`src/rtl/fcx_pkg.sv`:
```
// Shared types and constants for the FAT chain extent builder.
// No dependencies.
package fcx_pkg;

   localparam int ClusterWidth = 28;
   localparam int StepWidth    = ClusterWidth + 1;

   typedef enum logic [1:0] {
      REC_EXTENT = 2'd0,
      REC_FINAL  = 2'd1,
      REC_EMPTY  = 2'd2,
      REC_LOOP   = 2'd3
   } record_kind_type;

   typedef enum logic [1:0] {
      FAT_12 = 2'd0,
      FAT_16 = 2'd1,
      FAT_32 = 2'd2
   } fat_kind_type;

   // Register indexes on the csr port
   localparam logic CSR_FAT_KIND      = 1'b0;
   localparam logic CSR_CLUSTER_COUNT = 1'b1;

   // End-of-chain thresholds
   localparam logic [ClusterWidth-1:0] EOC_FAT12 = 28'h0000FF8;
   localparam logic [ClusterWidth-1:0] EOC_FAT16 = 28'h000FFF8;
   localparam logic [ClusterWidth-1:0] EOC_FAT32 = 28'hFFFFFF8;

   localparam logic [ClusterWidth-1:0] FIRST_DATA_CLUSTER = 28'd2;

   typedef struct packed {
      record_kind_type         kind;
      logic [ClusterWidth-1:0] lcn;
      logic [ClusterWidth-1:0] vcn;
      logic [ClusterWidth-1:0] so_far;
      logic                    last;
   } rsp_type;

endpackage

```
`src/rtl/fat_chain_extent_builder.sv`:
```
// FAT chain extent builder: an accepted request's result is registered in the result
// register, or in the skid register while that one holds. Throughput: one request per
// cycle while req_stall is low, set by the walk state update (open run, VCN, tallies)
// from the incoming cluster number. A two-entry output (result register plus skid register)
// drives req_stall from the skid valid flop, high while a result is parked behind a stalled one.
// Reset (synchronous, active high) clears the walk, config registers and queue.
module fat_chain_extent_builder (
   input  logic                                clock,
   input  logic                                reset,
   // configuration
   input  logic                                csr_write_enable,
   input  logic                                csr_index,
   input  logic [fcx_pkg::ClusterWidth-1:0]    csr_write_data,
   // request channel
   input  logic                                req_valid,
   output logic                                req_stall,
   input  logic                                req_start_chain,
   input  logic [fcx_pkg::ClusterWidth-1:0]    req_cluster_value,
   // response channel
   output logic                                rsp_valid,
   input  logic                                rsp_stall,
   output logic [1:0]                          rsp_record_kind,
   output logic [fcx_pkg::ClusterWidth-1:0]    rsp_extent_lcn,
   output logic [fcx_pkg::ClusterWidth-1:0]    rsp_next_vcn,
   output logic [fcx_pkg::ClusterWidth-1:0]    rsp_clusters_so_far,
   output logic                                rsp_last_of_item
);

   localparam int CW = fcx_pkg::ClusterWidth;
   localparam int SW = fcx_pkg::StepWidth;

   // Configuration registers
   logic [1:0]    fat_kind_ff;
   logic [CW-1:0] cluster_count_ff;

   // Walk state
   logic [CW-1:0] run_first_ff, run_first_in;
   logic [CW-1:0] run_last_ff, run_last_in;
   logic [CW-1:0] vcn_total_ff, vcn_total_in;
   logic [CW-1:0] cluster_tally_ff, cluster_tally_in;
   logic [SW-1:0] step_tally_ff, step_tally_in;
   logic          walk_active_ff, walk_active_in;

   // Output queue: result register and skid register
   logic             rsp_valid_ff, skid_valid_ff;
   fcx_pkg::rsp_type rsp_ff, skid_ff;

   // Result of the current request
   logic             res_valid;
   fcx_pkg::rsp_type res;

   logic          accept;
   logic          pop;

   // Effective state: a chain start clears the walk before the step
   logic [CW-1:0] first_eff, last_eff, vcn_eff, tally_eff;
   logic [SW-1:0] step_eff;
   logic          active_eff;

   logic [SW-1:0] limit;
   logic [CW-1:0] eoc;
   logic          is_loop, is_end, run_open, breaks_run;
   logic [CW-1:0] closed_vcn;   // VCN after closing the open run
   logic [CW-1:0] tally_inc;

   assign req_stall = skid_valid_ff;
   assign accept    = req_valid && !skid_valid_ff;
   assign pop       = rsp_valid_ff && !rsp_stall;

   always_comb begin
      unique case (fcx_pkg::fat_kind_type'(fat_kind_ff))
         fcx_pkg::FAT_12: eoc = fcx_pkg::EOC_FAT12;
         fcx_pkg::FAT_16: eoc = fcx_pkg::EOC_FAT16;
         default:         eoc = fcx_pkg::EOC_FAT32;   // unused code acts as FAT32
      endcase
   end

   assign limit = {1'b0, cluster_count_ff} + SW'(1);

   assign first_eff  = req_start_chain ? req_cluster_value : run_first_ff;
   assign last_eff   = req_start_chain ? '0 : run_last_ff;
   assign vcn_eff    = req_start_chain ? '0 : vcn_total_ff;
   assign tally_eff  = req_start_chain ? '0 : cluster_tally_ff;
   assign step_eff   = req_start_chain ? '0 : step_tally_ff;
   assign active_eff = req_start_chain || walk_active_ff;

   assign is_loop    = step_eff >= limit;
   // end-of-chain mark or a cluster number outside 2 .. cluster_count+1
   assign is_end     = (req_cluster_value >= eoc)
                    || (req_cluster_value < fcx_pkg::FIRST_DATA_CLUSTER)
                    || ({1'b0, req_cluster_value} > limit);
   assign run_open   = last_eff != '0;
   assign breaks_run = run_open && (req_cluster_value != last_eff + CW'(1));
   assign closed_vcn = vcn_eff + (last_eff - first_eff) + CW'(1);
   assign tally_inc  = tally_eff + CW'(1);

   always_comb begin
      run_first_in     = first_eff;
      run_last_in      = last_eff;
      vcn_total_in     = vcn_eff;
      cluster_tally_in = tally_eff;
      step_tally_in    = step_eff;
      walk_active_in   = active_eff;
      res_valid        = 1'b0;
      res.kind         = fcx_pkg::REC_EXTENT;
      res.lcn          = '0;
      res.vcn          = vcn_eff;
      res.so_far       = tally_eff;
      res.last         = 1'b1;

      if (active_eff) begin
         if (is_loop) begin
            // walk too long: drop the open run
            walk_active_in = 1'b0;
            res_valid      = 1'b1;
            res.kind       = fcx_pkg::REC_LOOP;
         end else if (is_end) begin
            walk_active_in = 1'b0;
            res_valid      = 1'b1;
            if (run_open) begin
               vcn_total_in = closed_vcn;
               res.kind     = fcx_pkg::REC_FINAL;
               res.lcn      = first_eff - fcx_pkg::FIRST_DATA_CLUSTER;
               res.vcn      = closed_vcn;
            end else begin
               res.kind     = fcx_pkg::REC_EMPTY;
            end
         end else begin
            cluster_tally_in = tally_inc;
            step_tally_in    = step_eff + SW'(1);
            run_last_in      = req_cluster_value;
            if (breaks_run) begin
               // discontinuity closes the run; the new cluster opens the next
               vcn_total_in = closed_vcn;
               run_first_in = req_cluster_value;
               res_valid    = 1'b1;
               res.kind     = fcx_pkg::REC_EXTENT;
               res.lcn      = first_eff - fcx_pkg::FIRST_DATA_CLUSTER;
               res.vcn      = closed_vcn;
               res.so_far   = tally_inc;
               res.last     = 1'b0;
            end
         end
      end
   end

   always_ff @(posedge clock) begin
      if (reset) begin
         fat_kind_ff      <= '0;
         cluster_count_ff <= '0;
         run_first_ff     <= '0;
         run_last_ff      <= '0;
         vcn_total_ff     <= '0;
         cluster_tally_ff <= '0;
         step_tally_ff    <= '0;
         walk_active_ff   <= 1'b0;
         rsp_valid_ff     <= 1'b0;
         skid_valid_ff    <= 1'b0;
      end else begin
         if (csr_write_enable) begin
            unique case (csr_index)
               fcx_pkg::CSR_FAT_KIND:      fat_kind_ff      <= csr_write_data[1:0];
               fcx_pkg::CSR_CLUSTER_COUNT: cluster_count_ff <= csr_write_data;
               default: ;
            endcase
         end

         if (accept) begin
            run_first_ff     <= run_first_in;
            run_last_ff      <= run_last_in;
            vcn_total_ff     <= vcn_total_in;
            cluster_tally_ff <= cluster_tally_in;
            step_tally_ff    <= step_tally_in;
            walk_active_ff   <= walk_active_in;
         end

         // skid is only loaded while the result register holds, and
         // requests stop while the skid is full, so it never overflows
         if (!rsp_valid_ff || pop) begin
            if (skid_valid_ff) begin
               rsp_valid_ff  <= 1'b1;
               rsp_ff        <= skid_ff;
               skid_valid_ff <= 1'b0;
            end else begin
               rsp_valid_ff  <= accept && res_valid;
               rsp_ff        <= res;
            end
         end else if (accept && res_valid) begin
            skid_valid_ff <= 1'b1;
            skid_ff       <= res;
         end
      end
   end

   assign rsp_valid           = rsp_valid_ff;
   assign rsp_record_kind     = rsp_ff.kind;
   assign rsp_extent_lcn      = rsp_ff.lcn;
   assign rsp_next_vcn        = rsp_ff.vcn;
   assign rsp_clusters_so_far = rsp_ff.so_far;
   assign rsp_last_of_item    = rsp_ff.last;

endmodule

```
`config.mk`:
```
export PLATFORM = sky130hd
export DESIGN_NAME = fat_chain_extent_builder
export DESIGN_NICKNAME = d
export VERILOG_FILES = /design/src/rtl/fcx_pkg.sv /design/src/rtl/fat_chain_extent_builder.sv
export SDC_FILE = /design/constraint.sdc
export NUM_CORES = 1
export LEC_CHECK = 0
export BUFFER_PORTS_ARGS = -buffer_cell sky130_fd_sc_hd__buf_4
export CELL_PAD_IN_SITES_DETAIL_PLACEMENT = 0
export CELL_PAD_IN_SITES_GLOBAL_PLACEMENT = 2
export CORE_MARGIN = 8
export CORE_UTILIZATION = 35
export DETAILED_ROUTE_END_ITERATION = 16
export GPL_ROUTABILITY_DRIVEN = 0
export PLACE_DENSITY_LB_ADDON = 0.3
export SYNTH_ARGS = -nofsm -noshare
export SYNTH_HDL_FRONTEND = slang
export SYNTH_SLANG_ARGS = --single-unit
```
`constraint.sdc`:
```
create_clock -name clock -period 15.1 [get_ports clock]
set_input_delay 2.265 -clock clock [delete_from_list [all_inputs] [get_ports clock]]
set_output_delay 2.265 -clock clock [all_outputs]
set_load 0.005 [all_outputs]
```
==> results.md <==
* Core Region at ~61000 sq um
* Synth Area in Compound Gates at ~15%
* Via Count at 17464
* Xor/xnor share of the synthesized area at 6.919%
* Startpoint class of the critical path: input pin
* Setup TNS at 0 ns
* Critical-path cell list: buf_6, buf_4, buf_4, nor2b_1, ha_1, a21o_1, a21o_1, a31oi_1, a21boi_0, o21ai_0, o211ai_1, buf_4, nor3_4, buf_4, nand2_4, buf_4, mux2_2, mux2_2
* Outcome: completed
* H-tree lvl count at 2
* Ys Warns at 0
* Syn Nets at approximately 2500
* Post-synthesis cell type count at 91
* Simple-Gate Fraction of Synth Area at 20.64%
* Crit-path slowest cell: buf_4
* First-pass GRT wire length at 101.5 mm
* Clock-pin slew on the worst setup and hold paths at approximately 0.060 ns
* Total global-route track usage at between 15 and 20%
* Area of the mapped netlist at 21680 sq um
* Share of layout cells above drive strength 1 at 14.32%
* Unrepaired setup endpoints after global routing: no
* Area Growth Syn to Fin at 14.52%
* Gr ovfl total at 0
* Power per cell area at 99.95 nW/um^2
* Top post-synthesis cells by area: edfxtp_1 (24%), dfxtp_1 (16%), ha_1 (6.1%), nand2_1 (5.2%), xnor2_1 (4.2%)
* Clk_skew at 0.02096 ns
* Top_reg_cell synth: edfxtp_1
* Crit-path max cell delay at 0.75 ns
* Period minus WS final at between 7 and 8 ns
* Highest Clock Rate at 0.1371 GHz
* Maximum vdd drop at 0.1005 mV
* Combinational Power Share at about 15%
* Remaining DRCs at 0
* Die height at 264.9 um
* Buf/Inv on CP at 6
* PortBufs at 151
* Sw power at 0.0006738 W
* Overall power at 0.002482 W
* Worst-skew pair later-pin latency at approximately 0.58 ns
* Layout Utilization at between 40% and 50%
* Post-CTS Setup Repair Bufs at 0
* Clock Power Share at 42.5%
* Post-CTS Hold Fix Bufs at 0
* Leak at 9.155 nW
* Post-Syn Instances at 2322
* Switching share of power at 27.15%
* Synth Area in Adders at roughly 8.6%
* Max-slew violations at 0
* Critical Path RT at 15.42 ns
* Antenna Cells at 0
* Initial antenna violation count at 0
* Async SR Flop Fraction at 0%
* Maximum clock insertion buffer count at 3
* Top cells by count, synth: nand2_1 (301), dfxtp_1 (174), edfxtp_1 (174)
* Multiplexer share of the synthesized area at 4.495%
* Site Rows at 91
* CP max FO at 74
* Starting density of the core at 35.26%
* Antenna Nets Post-Route at 0
* Max_cap viols at 0
* Largest net degree at the start of global routing at 76
* Final period util at slightly below 50%
* Routed vias/inst at approximately 5.4
* Final net count at 2593
* Post-synth top area cell: edfxtp_1
* Vias in the first global route at ~17000
* Die area at 70170 sq um
* Pre-antenna DRT Iters at 5
* Width of the die at 264.9 um
* Yosys reg bits at 348
* Final Hold Vio Count at 0
* Count leader, synth: nand2_1
* Clock root cell: clkbuf_16
* CP delay by family, top: buffers and inverters
* CTS Sinks at about 350
* Worst Max-Slew Pin Slew at 1.232 ns
* DRT Wirelength at 64.79 mm
* Critical path arrival at 7.62 ns
* Internal power at between 0.0015 and 0.002 W
* CTS tree: done
* Avg WL per Cell at 20.11 um
* Slew headroom at 17.67%
* Avg Inst Size Synth at 9.338 sq um
* CTS Buf Count at 42
* Largest family of logic cells by synthesized area: simple AND/OR/NAND/NOR gates
* Critical setup path kind: input pin to register
* IO Pins at ~150
* Most common cell on crit path: buf_4
* CTS resizes at 0
* Number of synthesized flops with an enable pin at 174
* HPWL Detailed at between 40 and 50 mm
* Sequential cell fraction of total power at 42.4%
* Sequential fraction of the synthesis area at 40.16%
* CP Capture Type: register
* Post-synth top area share at between 20% and 30%
* # setup viols final at 0
* Initial DRC count at 1181
* Worst hold path type: register to register
==> logic make-up after synthesis <==
logic type	after synthesis
DFF	348
and+or+nand+nor	889
muxes	89
AOI/OAI and AO/OA	473
xor gates and xnor gates	168
buffers and inverters	223
adders and majority gates	132
==> per-layer routing <==
metal	GRT usage [%]	routed length, um	vias to the layer above
met2	28.73	28930	367
met3	2.771	2950	69
met5	0	0	-
met4	4.356	1271	0
met1	25.29	31640	8469
li1	-	-	8559
==> power groups by stage <==
stage	registers (W)	logic [W]	clock network (W)
floorplan	0.00107	0.000244	0
global placement	0.00107	0.000370	0
detailed placement	0.00107	0.000375	0
CTS	0.00105	0.000377	0.00109
global route	0.00106	0.000413	0.00112
finish	0.00105	0.000373	0.00106
==> stage by stage <==
step | setup slack, ns | instances | hold WS [ns] | cell area, sq um
global placement | 7.347 | 3144 | 0.4391 | 23400
finish | 7.804 | 3221 | 0.4508 | 24830
floorplan | 3.473 | 2322 | 0.4294 | 21690
detailed placement | 7.259 | 3144 | 0.4456 | 23400
global route | 7.424 | 3221 | 0.4646 | 24830
CTS | 7.868 | 3221 | 0.4520 | 24830
==> cell usage in the layout, fill, tap and decap left out, drive strengths merged, types with 67 or more instances in the layout <==
master  netlist  layout
nand2       303     303
edfxtp      174     174
dfxtp       174     174
buf          48     174
a21oi       164     164
nor2        155     155
xnor2       105     105
ha          105     105
nand3        84      84
inv          81      83
nor2b        74      74
nand4        69      69
o21ai        69      69
mux2         67      67
==> final timing paths <==
| path | startpoint | end | slack (ns) | depth (start not counted) |
|---|---|---|---|---|
| max | req_start_chain | rsp_next_vcn[25]$_DFFE_PP_ | 7.80 | 18 |
| min | run_first_ff[18]$_SDFFE_PP0P_ | run_first_ff[18]$_SDFFE_PP0P_ | 0.45 | 2 |
| max reg2reg | cluster_count_ff[2]$_SDFFE_PP0P_ | rsp_next_vcn[25]$_DFFE_PP_ | 8.96 | 18 |
| min reg2reg | run_first_ff[18]$_SDFFE_PP0P_ | run_first_ff[18]$_SDFFE_PP0P_ | 0.45 | 2 |
==> flip-flops by register name, summed over array words and instances (netlist names), 2 cells and up <==
register and count:
skid_ff 87, step_tally_ff 29, cluster_count_ff 28, cluster_tally_ff 28, rsp_clusters_so_far 28, rsp_extent_lcn 28
rsp_next_vcn 28, run_first_ff 28, run_last_ff 28, vcn_total_ff 28, fat_kind_ff 2, rsp_record_kind 2
==> layout make-up <==
type | instances | area [sq um]
clock buffers | 58 | 1141
inverters | 81 | 304.0
fillers | 6129 | 36650
multi-input cells | 1751 | 12090
repair buffers | 174 | 1310
flip-flops and latches | 348 | 8712
well taps | 790 | 988.4
clock inverters | 19 | 289.0
==> worst min-delay path, cell delays in order, from the launching register on <==
cell and delay [ns]:
dfxtp_1 0.31, nand2_1 0.05, a21oi_1 0.05
Note: power is estimated with default switching activity, not from simulation.
